`config.mk`:
```
export PLATFORM = sky130hd
export DESIGN_NAME = cpu_alu_bcd_flags_flat
export DESIGN_NICKNAME = d
export VERILOG_FILES = /design/src/hw/rtl/cabf_pkg.sv /design/src/hw/rtl/cabf_if.sv /design/src/hw/rtl/cpu_alu_bcd_flags.sv /design/src/hw/rtl/cabf_core.sv /design/src/flat_wrapper.sv
export SDC_FILE = /design/constraint.sdc
export NUM_CORES = 1
export LEC_CHECK = 0
export BUFFER_PORTS_ARGS = -buffer_cell sky130_fd_sc_hd__buf_2
export CELL_PAD_IN_SITES_DETAIL_PLACEMENT = 1
export CELL_PAD_IN_SITES_GLOBAL_PLACEMENT = 2
export CORE_MARGIN = 4
export CORE_UTILIZATION = 34
export CTS_BUF_LIST = sky130_fd_sc_hd__clkbuf_16
export CTS_CLUSTER_DIAMETER = 50
export CTS_CLUSTER_SIZE = 30
export DETAILED_ROUTE_END_ITERATION = 16
export PLACE_DENSITY_LB_ADDON = 0.1
export SLEW_MARGIN = 10
export SYNTH_ARGS = -nofsm -noshare
export SYNTH_HDL_FRONTEND = slang
export SYNTH_SLANG_ARGS = --single-unit
```
`constraint.sdc`:
```
create_clock -name clk -period 4.59 [get_ports clk]
set_input_delay 0.2295 -clock clk [delete_from_list [all_inputs] [get_ports clk]]
set_output_delay 0.2295 -clock clk [all_outputs]
set_load 0.005 [all_outputs]
```
`src/hw/rtl/cabf_pkg.sv`:
```
`timescale 1ns / 1ps
`default_nettype none

package cabf_pkg;

  localparam int unsigned DATA_W = 8;
  localparam int unsigned ACT_W  = 5;

  // BCD digit adjust constants
  localparam logic [4:0] DIGIT_MAX  = 5'd9;
  localparam logic [4:0] DEC_ADJ    = 5'd6;
  localparam logic [5:0] NIBBLE_MAX = 6'd15;

  typedef enum logic [ACT_W-1:0] {
    ACT_ADC  = 5'd0,
    ACT_SBC  = 5'd1,
    ACT_CMP  = 5'd2,
    ACT_AND  = 5'd3,
    ACT_ORA  = 5'd4,
    ACT_EOR  = 5'd5,
    ACT_ASL  = 5'd6,
    ACT_LSR  = 5'd7,
    ACT_ROL  = 5'd8,
    ACT_ROR  = 5'd9,
    ACT_INC  = 5'd10,
    ACT_DEC  = 5'd11,
    ACT_BIT  = 5'd12,
    ACT_BITI = 5'd13,
    ACT_TSB  = 5'd14,
    ACT_TRB  = 5'd15,
    ACT_LOAD = 5'd16
  } action_t;

  typedef struct packed {
    logic [ACT_W-1:0]  action;
    logic [DATA_W-1:0] operand_a;
    logic [DATA_W-1:0] operand_b;
    logic              carry_in;
    logic              decimal_mode;
    logic              negative_in;
    logic              overflow_in;
  } alu_req_t;

  typedef struct packed {
    logic [DATA_W-1:0] result;
    logic              negative_out;
    logic              overflow_out;
    logic              zero_out;
    logic              carry_out;
  } alu_rsp_t;

endpackage

`default_nettype wire

```
`src/hw/rtl/cabf_if.sv`:
```
`timescale 1ns / 1ps
`default_nettype none

interface cabf_in_if
  import cabf_pkg::*;
();

  logic              valid;
  logic              ready;
  logic [ACT_W-1:0]  action;
  logic [DATA_W-1:0] operand_a;
  logic [DATA_W-1:0] operand_b;
  logic              carry_in;
  logic              decimal_mode;
  logic              negative_in;
  logic              overflow_in;

  modport source (
    output valid, action, operand_a, operand_b, carry_in, decimal_mode,
           negative_in, overflow_in,
    input  ready
  );

  modport sink (
    input  valid, action, operand_a, operand_b, carry_in, decimal_mode,
           negative_in, overflow_in,
    output ready
  );
endinterface

interface cabf_out_if
  import cabf_pkg::*;
();

  logic              valid;
  logic              ready;
  logic [DATA_W-1:0] result;
  logic              negative_out;
  logic              overflow_out;
  logic              zero_out;
  logic              carry_out;

  modport source (
    output valid, result, negative_out, overflow_out, zero_out, carry_out,
    input  ready
  );

  modport sink (
    input  valid, result, negative_out, overflow_out, zero_out, carry_out,
    output ready
  );
endinterface

`default_nettype wire

```
`src/hw/rtl/cpu_alu_bcd_flags.sv`:
```
// 65C02-style ALU with BCD add/subtract and flag update.
//
// Channels: in_ch carries one operation (code, operands, incoming C/D/N/V);
// out_ch carries the result byte and the new N, V, Z and C. Both use a
// valid/ready handshake; a transfer happens on a rising edge with both high.
//
// Path: an operation transferred in is held in the input register,
// evaluated by one pass of byte-wide logic and captured in the result
// register when that register has room, and its result is offered from
// the result register.
// Throughput: one operation per cycle; the input and result registers form
// a two-entry pipeline, so a new operation is taken every cycle while the
// receiver keeps taking results.
//
// Reset (rst, synchronous, active high) empties both registers; there is no
// other state. When the receiver stalls, the result register holds its
// transfer, the input register fills behind it, and in_ch.ready then drops
// until the result is taken.
`timescale 1ns / 1ps
`default_nettype none

module cpu_alu_bcd_flags
  import cabf_pkg::*;
(
  input  wire          clk,
  input  wire          rst,
  cabf_in_if.sink      in_ch,
  cabf_out_if.source   out_ch
);

  // Input register
  logic     s1_valid;
  alu_req_t s1_req;
  logic     s1_ready;

  // Result register
  logic     out_valid;
  alu_rsp_t out_rsp;
  logic     s2_ready;

  alu_rsp_t rsp;

  assign s2_ready    = ~out_valid | out_ch.ready;
  assign s1_ready    = ~s1_valid | s2_ready;
  assign in_ch.ready = s1_ready;

  // Advance the input register whenever it is empty or drains this cycle
  always_ff @(posedge clk) begin
    if (rst) begin
      s1_valid <= 1'b0;
    end else if (s1_ready) begin
      s1_valid <= in_ch.valid;
    end
  end

  always_ff @(posedge clk) begin
    if (s1_ready && in_ch.valid) begin
      s1_req.action       <= in_ch.action;
      s1_req.operand_a    <= in_ch.operand_a;
      s1_req.operand_b    <= in_ch.operand_b;
      s1_req.carry_in     <= in_ch.carry_in;
      s1_req.decimal_mode <= in_ch.decimal_mode;
      s1_req.negative_in  <= in_ch.negative_in;
      s1_req.overflow_in  <= in_ch.overflow_in;
    end
  end

  cabf_core u_core (
    .req (s1_req),
    .rsp (rsp)
  );

  // Capture the result when there is room; drop the valid once taken
  always_ff @(posedge clk) begin
    if (rst) begin
      out_valid <= 1'b0;
    end else if (s2_ready) begin
      out_valid <= s1_valid;
    end
  end

  always_ff @(posedge clk) begin
    if (s2_ready && s1_valid) begin
      out_rsp <= rsp;
    end
  end

  assign out_ch.valid        = out_valid;
  assign out_ch.result       = out_rsp.result;
  assign out_ch.negative_out = out_rsp.negative_out;
  assign out_ch.overflow_out = out_rsp.overflow_out;
  assign out_ch.zero_out     = out_rsp.zero_out;
  assign out_ch.carry_out    = out_rsp.carry_out;

  // Reset leaves the pipeline empty
  a_reset_empty: assert property (@(posedge clk) rst |=> !s1_valid && !out_valid)
    else $error("pipeline not empty after reset");

  // An accepted operation always lands in the input register
  a_accept_fills: assert property (@(posedge clk) disable iff (rst)
    in_ch.valid && in_ch.ready |=> s1_valid)
    else $error("accepted operation lost at input register");

  // An evaluated operation moves on to the result register when there is room
  a_advance: assert property (@(posedge clk) disable iff (rst)
    s1_valid && s2_ready |=> out_valid)
    else $error("operation lost between input and result registers");

  // A stalled result blocks new input only once the input register is full
  a_stall_backs_up: assert property (@(posedge clk) disable iff (rst)
    out_valid && !out_ch.ready && s1_valid |-> !in_ch.ready)
    else $error("input taken while both registers are full");

endmodule

`default_nettype wire

```
`src/hw/rtl/cabf_core.sv`:
```
`timescale 1ns / 1ps
`default_nettype none

module cabf_core
  import cabf_pkg::*;
(
  input  var alu_req_t req,
  output var alu_rsp_t rsp
);

  logic [7:0] a;
  logic [7:0] b;
  logic       c;
  logic       borrow;
  logic [8:0] add_bin;
  logic [8:0] sub_bin;
  logic [8:0] cmp_diff;
  logic [4:0] add_lo;
  logic [5:0] add_hi;
  logic       add_lo_adj;
  logic [4:0] add_lo_fix;
  logic [5:0] add_hi_inc;
  logic [5:0] add_hi_fix;
  logic [5:0] sub_lo;
  logic [5:0] sub_hi;
  logic [5:0] sub_lo_fix;
  logic [5:0] sub_hi_dec;
  logic [5:0] sub_hi_fix;

  assign a      = req.operand_a;
  assign b      = req.operand_b;
  assign c      = req.carry_in;
  assign borrow = ~req.carry_in;

  // Binary paths
  assign add_bin  = {1'b0, a} + {1'b0, b} + {8'd0, c};
  assign sub_bin  = {1'b0, a} - {1'b0, b} - {8'd0, borrow};
  assign cmp_diff = {1'b0, a} - {1'b0, b};

  // Decimal add: adjust each digit that passes nine
  assign add_lo     = {1'b0, a[3:0]} + {1'b0, b[3:0]} + {4'd0, c};
  assign add_hi     = {2'b0, a[7:4]} + {2'b0, b[7:4]};
  assign add_lo_adj = (add_lo > DIGIT_MAX);
  assign add_lo_fix = add_lo_adj ? add_lo + DEC_ADJ : add_lo;
  assign add_hi_inc = add_hi + {5'd0, add_lo_adj};
  assign add_hi_fix = (add_hi_inc > {1'b0, DIGIT_MAX}) ? add_hi_inc + {1'b0, DEC_ADJ}
                                                       : add_hi_inc;

  // Decimal subtract: a digit that went negative takes a further six off
  assign sub_lo     = {2'b0, a[3:0]} - {2'b0, b[3:0]} - {5'd0, borrow};
  assign sub_hi     = {2'b0, a[7:4]} - {2'b0, b[7:4]};
  assign sub_lo_fix = sub_lo[5] ? sub_lo - {1'b0, DEC_ADJ} : sub_lo;
  assign sub_hi_dec = sub_hi - {5'd0, sub_lo[5]};
  assign sub_hi_fix = sub_hi_dec[5] ? sub_hi_dec - {1'b0, DEC_ADJ} : sub_hi_dec;

  always_comb begin
    logic [7:0] r;
    logic       n;
    logic       v;
    logic       cf;
    logic       nz_from_r;
    r         = b;
    n         = req.negative_in;
    v         = req.overflow_in;
    cf        = req.carry_in;
    nz_from_r = 1'b1;
    case (action_t'(req.action))
      ACT_ADC: begin
        v = ~(a[7] ^ b[7]) & (a[7] ^ add_bin[7]);
        if (req.decimal_mode) begin
          cf = (add_hi_fix > NIBBLE_MAX);
          r  = {add_hi_fix[3:0], add_lo_fix[3:0]};
        end else begin
          cf = add_bin[8];
          r  = add_bin[7:0];
        end
      end
      ACT_SBC: begin
        v  = (a[7] ^ b[7]) & (a[7] ^ sub_bin[7]);
        cf = ~sub_bin[8];
        r  = req.decimal_mode ? {sub_hi_fix[3:0], sub_lo_fix[3:0]} : sub_bin[7:0];
      end
      ACT_CMP: begin
        r  = cmp_diff[7:0];
        cf = ~cmp_diff[8];
      end
      ACT_AND: r = a & b;
      ACT_ORA: r = a | b;
      ACT_EOR: r = a ^ b;
      ACT_ASL: begin
        cf = b[7];
        r  = {b[6:0], 1'b0};
      end
      ACT_LSR: begin
        cf = b[0];
        r  = {1'b0, b[7:1]};
      end
      ACT_ROL: begin
        cf = b[7];
        r  = {b[6:0], c};
      end
      ACT_ROR: begin
        cf = b[0];
        r  = {c, b[7:1]};
      end
      ACT_INC: r = b + 8'd1;
      ACT_DEC: r = b - 8'd1;
      ACT_BIT: begin
        n         = b[7];
        v         = b[6];
        nz_from_r = 1'b0;
      end
      ACT_BITI: nz_from_r = 1'b0;
      ACT_TSB: begin
        r         = b | a;
        nz_from_r = 1'b0;
      end
      ACT_TRB: begin
        r         = b & ~a;
        nz_from_r = 1'b0;
      end
      default: r = b;  // load, and the unused codes behave as load
    endcase

    rsp.result       = r;
    rsp.overflow_out = v;
    rsp.carry_out    = cf;
    if (nz_from_r) begin
      rsp.negative_out = r[7];
      rsp.zero_out     = (r == 8'd0);
    end else begin
      rsp.negative_out = n;
      rsp.zero_out     = ((a & b) == 8'd0);
    end
  end

endmodule

`default_nettype wire

```
`src/flat_wrapper.sv`:
```
// flat-port wrapper written by rule: the top's interface ports become plain ports
module cpu_alu_bcd_flags_flat import cabf_pkg::*;
  (clk, rst, in_ch_valid, in_ch_action, in_ch_operand_a, in_ch_operand_b, in_ch_carry_in, in_ch_decimal_mode, in_ch_negative_in, in_ch_overflow_in, in_ch_ready, out_ch_valid, out_ch_result, out_ch_negative_out, out_ch_overflow_out, out_ch_zero_out, out_ch_carry_out, out_ch_ready);
  cabf_in_if in_ch_i ();
  cabf_out_if out_ch_i ();
  input  wire clk;
  input  wire rst;
  input wire logic [$bits(in_ch_i.valid)-1:0] in_ch_valid;
  input wire logic [$bits(in_ch_i.action)-1:0] in_ch_action;
  input wire logic [$bits(in_ch_i.operand_a)-1:0] in_ch_operand_a;
  input wire logic [$bits(in_ch_i.operand_b)-1:0] in_ch_operand_b;
  input wire logic [$bits(in_ch_i.carry_in)-1:0] in_ch_carry_in;
  input wire logic [$bits(in_ch_i.decimal_mode)-1:0] in_ch_decimal_mode;
  input wire logic [$bits(in_ch_i.negative_in)-1:0] in_ch_negative_in;
  input wire logic [$bits(in_ch_i.overflow_in)-1:0] in_ch_overflow_in;
  output wire logic [$bits(in_ch_i.ready)-1:0] in_ch_ready;
  output wire logic [$bits(out_ch_i.valid)-1:0] out_ch_valid;
  output wire logic [$bits(out_ch_i.result)-1:0] out_ch_result;
  output wire logic [$bits(out_ch_i.negative_out)-1:0] out_ch_negative_out;
  output wire logic [$bits(out_ch_i.overflow_out)-1:0] out_ch_overflow_out;
  output wire logic [$bits(out_ch_i.zero_out)-1:0] out_ch_zero_out;
  output wire logic [$bits(out_ch_i.carry_out)-1:0] out_ch_carry_out;
  input wire logic [$bits(out_ch_i.ready)-1:0] out_ch_ready;
  assign in_ch_i.valid = in_ch_valid;
  assign in_ch_i.action = in_ch_action;
  assign in_ch_i.operand_a = in_ch_operand_a;
  assign in_ch_i.operand_b = in_ch_operand_b;
  assign in_ch_i.carry_in = in_ch_carry_in;
  assign in_ch_i.decimal_mode = in_ch_decimal_mode;
  assign in_ch_i.negative_in = in_ch_negative_in;
  assign in_ch_i.overflow_in = in_ch_overflow_in;
  assign in_ch_ready = in_ch_i.ready;
  assign out_ch_valid = out_ch_i.valid;
  assign out_ch_result = out_ch_i.result;
  assign out_ch_negative_out = out_ch_i.negative_out;
  assign out_ch_overflow_out = out_ch_i.overflow_out;
  assign out_ch_zero_out = out_ch_i.zero_out;
  assign out_ch_carry_out = out_ch_i.carry_out;
  assign out_ch_i.ready = out_ch_ready;
  cpu_alu_bcd_flags u_core (.clk(clk), .rst(rst), .in_ch(in_ch_i), .out_ch(out_ch_i));
endmodule
```
# Word level (Yosys, flattened, before mapping)
# Cells that the tools add are included.
# Widths: inputs -> output; s select.
[totals] elab_cells=90 output_inout_bits=14 in_bits=29 ff_bits=39
[op_classes] n_addsub=18 mux=13 magnitude_cmp=3 eq_ne=15 n_reduce_logical=9 bitwise_logic=18
[op_table] operator="$pmux 8 s13" n=1
[op_table] operator="$eq 5x4->1 const B" n=8
[op_table] operator="$eq 5x3->1 const B" n=4
[op_table] operator="$and 8x8->8" n=2
[op_table] operator="$logic_not 8->1" n=2
[op_table] operator="$mux 8" n=2
[op_table] operator="$gt 6x4->1 const B" n=2
[op_table] operator="$mux 4" n=3
[op_table] operator="$sub 5x2->6" n=2
[op_table] operator="$add 4x4->5" n=2
[op_table] operator="$eq 5x2->1 const B" n=2
[op_table] operator="$sub 4x4->5" n=2
[op_table] operator="$add 8x8->9" n=1
[op_table] operator="$add 9x1->9" n=1
[op_table] operator="$sub 8x8->9" n=1
[op_table] operator="$sub 9x1->9" n=1
[op_table] operator="$add 8x1->8 const B" n=1
[op_table] operator="$not 8->8" n=1
[op_table] operator="$or 8x8->8" n=1
[op_table] operator="$sub 4x3->4 const B" n=2
[op_table] operator="$sub 8x1->8 const B" n=1
[op_table] operator="$xor 8x8->8" n=1
[op_table] operator="$add 5x1->6" n=1
[op_table] operator="$add 6x3->6 const B" n=1
[op_table] operator="other kinds (16)" n=31

# Logic depth before layout (Yosys ltp)
[depth] depth_word=10 depth_mapped=20 mapped_depth_nobuf=19

# Hierarchy
# Synthesis repeated with hierarchy kept, for this count alone.
[hier_totals] cells_unflattened=494 hier_area_um2=4449.3
[modules_own_cells] module="cabf_core" instances=1 area_per_inst_um2=3234.4 seq_area_each_um2=0.0 cells_per_inst=447
[modules_own_cells] module="cpu_alu_bcd_flags" instances=1 area_per_inst_um2=1214.9 seq_area_each_um2=1151.1 cells_per_inst=47

# Worst setup path after synthesis
# Ideal clock, no wire load.
[synth_path] kind="reg-to-reg" startpoint="reg u_core.s1_req[5] in the netlist's numbering" endpoint="reg u_core.out_rsp (netlist bit u_core.out_ch.zero_out), data pin" period_less_slack_ps=4648 stages_incl_launch_ff=21 setup_time_ps=147 t_arrival_ps=4502 slack_ps=-58 required_ps=4443 n_path_buf=1 path_cell_list="edfxtp_1 > inv_1 > ha_1 > buf_6 > nor2b_4 > o21ai_0 > nand2_1 > ha_1 > o2111ai_1 > nand3_1 > fa_1 > fa_1 > xor2_1 > nand2_1 > inv_1 > o21ai_0 > mux2i_1 > o41ai_1 > a21o_1 > or4b_1 > o21bai_1"
[synth_rtl] item="from (decl)" line="cpu_alu_bcd_flags.sv:33" text="alu_req_t s1_req;"
[synth_rtl] item="to (signal assigned)" line="cpu_alu_bcd_flags.sv:84" text="out_rsp <= rsp;"
[synth_rtl] item="to (decl)" line="cpu_alu_bcd_flags.sv:38" text="alu_rsp_t out_rsp;"

==> key figures <==
Outcome
  – Status: finished, final reports clean

Floorplanning
  – Die Span Y: 123 um
  – Top-Level Pins: 43
  – FP Rows: between 40 and 50
  – Core Footprint: roughly 0.013 mm2
  – DIE WIDTH: 123 um
  – Starting Density: 35.3%
  – Die footprint: approximately 0.015 mm2

Place
  – Dpl cell area: between 0.005 and 0.006 mm2
  – GPL Wtd Cong: between 0.8 and 0.9
  – Setup WS pre-CTS: -0.128 ns
  – Half-perimeter wire length after placement: about 13 mm
  – I/O Buffers: 42

Clocking
  – Later-pin clock latency in the skew report: approximately 0.29 ns
  – Clk sinks: 39
  – CTS tree: yes
  – CTS Root Buffer Type: clkbuf_16
  – Clk slew on worst S/H paths: ~0.070 ns
  – CTS H-tree lvls: 2
  – Deepest clock path buffer count: 2
  – CTS hold repair buffers: 0
  – Total CTS buffers: 5

Detailed routing
  – Post-route ant nets: 0
  – Post-DR vias/cell: a little under 6
  – Initial DRC Count: 380
  – Drt wl/cell: roughly 23 um
  – DR vias: between 4000 and 5000
  – Total wire length: between 15 and 20 mm
  – Drt first pass iters: 7
  – Residual DRC count: 0

Cells and area
  – Nets: approximately 670
  – Area grow syn2layout: 20.8%
  – Finished layout cell area: 0.00547 mm2
  – Ant. Diodes: 0
  – Layout cells sized above 1: between 20% and 30%
  – Commonest non-fill, non-tap cells in the layout: buf_4 (45), ha_1 (43), nor2_1 (42), buf_2 (42), edfxtp_1 (37)
  – Commonest non-fill, non-tap cell in the layout: buf_4

Timing
  – Tmin final: roughly 4.5 ns
  – Final worst slack: 0.120 ns
  – Tightest Pin Transition: about 1.1 ns
  – Period utilization: a little over nine tenths
  – RSZ-0062 raised after global routing: yes
  – Final number of setup-violating endpoints: 0
  – Fmax: roughly 0.22 GHz
  – Worst slew margin: 24.6%
  – Setup TNS: 0 ns
  – Fin. Hold Viols: 0
  – Slew Viols, Final: 0
  – Setup Skew: roughly 0.0076 ns

Synth
  – Share of the synthesized area in the top cell type: between 20% and 30%
  – Post-synth EDFFs: 37
  – Yosys top cell by area: edfxtp_1
  – Primary FF master, synth: edfxtp_1
  – Synth Register Bits: 39
  – Net Count, Synth: roughly 600
  – Asr flop ratio synth: 0%
  – Cells after Synth: 510
  – Area contributors post-synth: edfxtp_1 (25%), ha_1 (13%), xnor2_1 (3.9%), nor2_1 (3.5%), inv_1 (2.9%)
  – Cell area after synthesis: about 0.0045 mm2
  – Syn Area/Cell: a little under 9 um2
  – Yosys warns: 0
  – Post-synth cell types: slightly above 80
  – Post-synthesis sequential area ratio: 25.4%

Run
  – Max-cap violations: 0

Setup path
  – Critical-path cell list: inv_2 > ha_1 > nor2b_4 > buf_4 > o21ai_2 > nand2_2 > ha_2 > buf_4 > nand3_1 > nand3_2 > fa_2 > fa_2 > xor2_4 > ha_2 > nand2_1 > mux2i_1 > o41ai_1 > a21o_1 > or4b_1 > o21bai_1
  – Crit path kind: flip-flop to flip-flop
  – WP data arrival: ~4.6 ns
  – Worst setup SP type: flip-flop
  – R2R setup slack: 0.12 ns
  – FF-to-FF Start: u_core.s1_req[5]
  – Max incr delay on CP: between 0.5 and 0.6 ns
  – Worst Path Max Fanout: 4
  – CP Capture Type: flip-flop
  – Crit-path slowest cell: or4b_1
  – Reg2reg end: u_core.out_ch.zero_out
  – Critical path required time: about 4.7 ns
  – R2r worst-path depth: 20

GRT
  – Initial antenna violation count: 0
  – Largest net degree at the start of global routing: 26
  – First-pass GRT wire length: approximately 26 mm
  – Overflow after GRT: 0
  – GRT Total Usage: 22.8%
  – Vias in the first global route: around 4400

Min path
  – Type of the worst min-delay path: input pin to flip-flop
  – Hold depth: 2
  – Hold path start: rst
  – WHS Endpoint: u_core.out_ch.valid

Power
  – PD cells: 268 mW/mm2
  – Maximum vdd drop: ~0.14 mV
  – Total power: between 1000 and 1500 uW
  – Leakage power: between 0.002 and 0.0025 uW
kinds of logic (layout without fill, tap and decap cells):
group | count (synthesis) | count (layout) | share of synthesized area [%]
fa+ha+maj | 53 | 53 | 15.6
buf+inv | 58 | 132 | 5.36
mux | 14 | 14 | 3.12
flops | 39 | 39 | 25.4
xor+xnor | 29 | 29 | 6.03
compound gates | 135 | 135 | 22.0
simple gates | 182 | 182 | 22.4
worst max-delay path by stage:
stage | slack (ns) | endpoint | from | cells after the start
final | 0.12 | u_core.out_ch.zero_out | u_core.s1_req[5] | 20
after global routing | -0.06 | u_core.out_ch.negative_out | u_core.s1_req[5] | 21
after CTS | 0.002 | u_core.out_ch.negative_out | u_core.s1_req[13] | 20
after detailed placement | -0.13 | u_core.out_ch.zero_out | u_core.s1_req[3] | 19
after global placement | -0.01 | u_core.out_ch.zero_out | u_core.s1_req[3] | 19
after floorplan | 0.02 | u_core.out_ch.zero_out | u_core.s1_req[5] | 20
registers in the layout, indices dropped and copies added, names as in the netlist:
register                    cells
u_core.out_ch.negative_out      1
u_core.out_ch.result            8
u_core.out_ch.zero_out          1
u_core.out_ch.valid             1
u_core.s1_req                  25
u_core.out_ch.overflow_out      1
u_core.s1_valid                 1
u_core.out_ch.carry_out         1
repair_timing:
action | CTS | global route
pin swaps | 2 | 10
buffers inserted | 0 | 2
resized for setup | 5 | 21
setup endpoints to repair | 2 | 3
final cells by class:
class                           instances  area, um2
Fill cell                            1522       7360
Multi-Input combinational cell        413       3240
Sequential cell                        39       1150
Timing Repair Buffer                   88        559
Tap cell                              172        215
Inverter                               36        135
Clock buffer                            5        125
Clock inverter                          3       42.5
per-stage QoR:
| stage | cells | utilization, % | hold WS [ns] |
|---|---|---|---|
| 2_1_floorplan | 510 | - | 0.302 |
| 3_3_place_gp | 746 | 40.3 | 0.405 |
| 3_5_place_dp | 746 | 40.3 | 0.408 |
| 4_1_cts | 754 | 41.8 | 0.0997 |
| 5_1_grt | 756 | 42.6 | 0.100 |
| 6_report | 756 | 42.6 | 0.102 |
where the power goes:
group | leakage, uW | internal [uW] | switching, uW
clock | 0.0000818 | 257 | 160
sequential | 0.000373 | 416 | 18.1
combinational | 0.00181 | 260 | 353
Yosys cell counts (4+ instances only):
library cell   n
ha_1          47
nor2_1        42
edfxtp_1      37
inv_1         35
nand2_1       28
a21oi_1       23
o21ai_0       23
xnor2_1       20
nand3_1       15
nor3_1        15
nand2b_1      14
mux2i_1       13
clkbuf_1      11
or3_1          9
a21o_1         8
buf_2          8
xor2_1         8
a221oi_1       7
nand4_1        7
a211oi_1       6
fa_1           6
nor2b_1        6
nor4_1         6
a32oi_1        5
nand3b_1       5
a22oi_1        4
a31oi_1        4
and4_1         4
o21a_1         4
o31ai_1        4
or2_2          4
layer usage:
metal	up-vias	track usage, %	share of wire [%]
met2	133	37.0	47
met4	0	3.94	1.4
met5	-	0	0
met1	2155	33.3	47
met3	14	2.01	5.2
li1	2054	-	-
worst max-delay path, delay by kind of cell, from the launching register on:
kind / cells / cell delay (ns)
AO/OA/AOI/OAI: 4 / 0.56
XOR/XNOR: 1 / 0.21
buffers and inverters: 3 / 0.35
flip-flops: 1 / 0.41
multiplexers: 1 / 0.15
AND/OR/NAND/NOR: 6 / 1.04
adder cells (fa/ha/maj): 5 / 1.62
(Power assumes the default switching activity.)
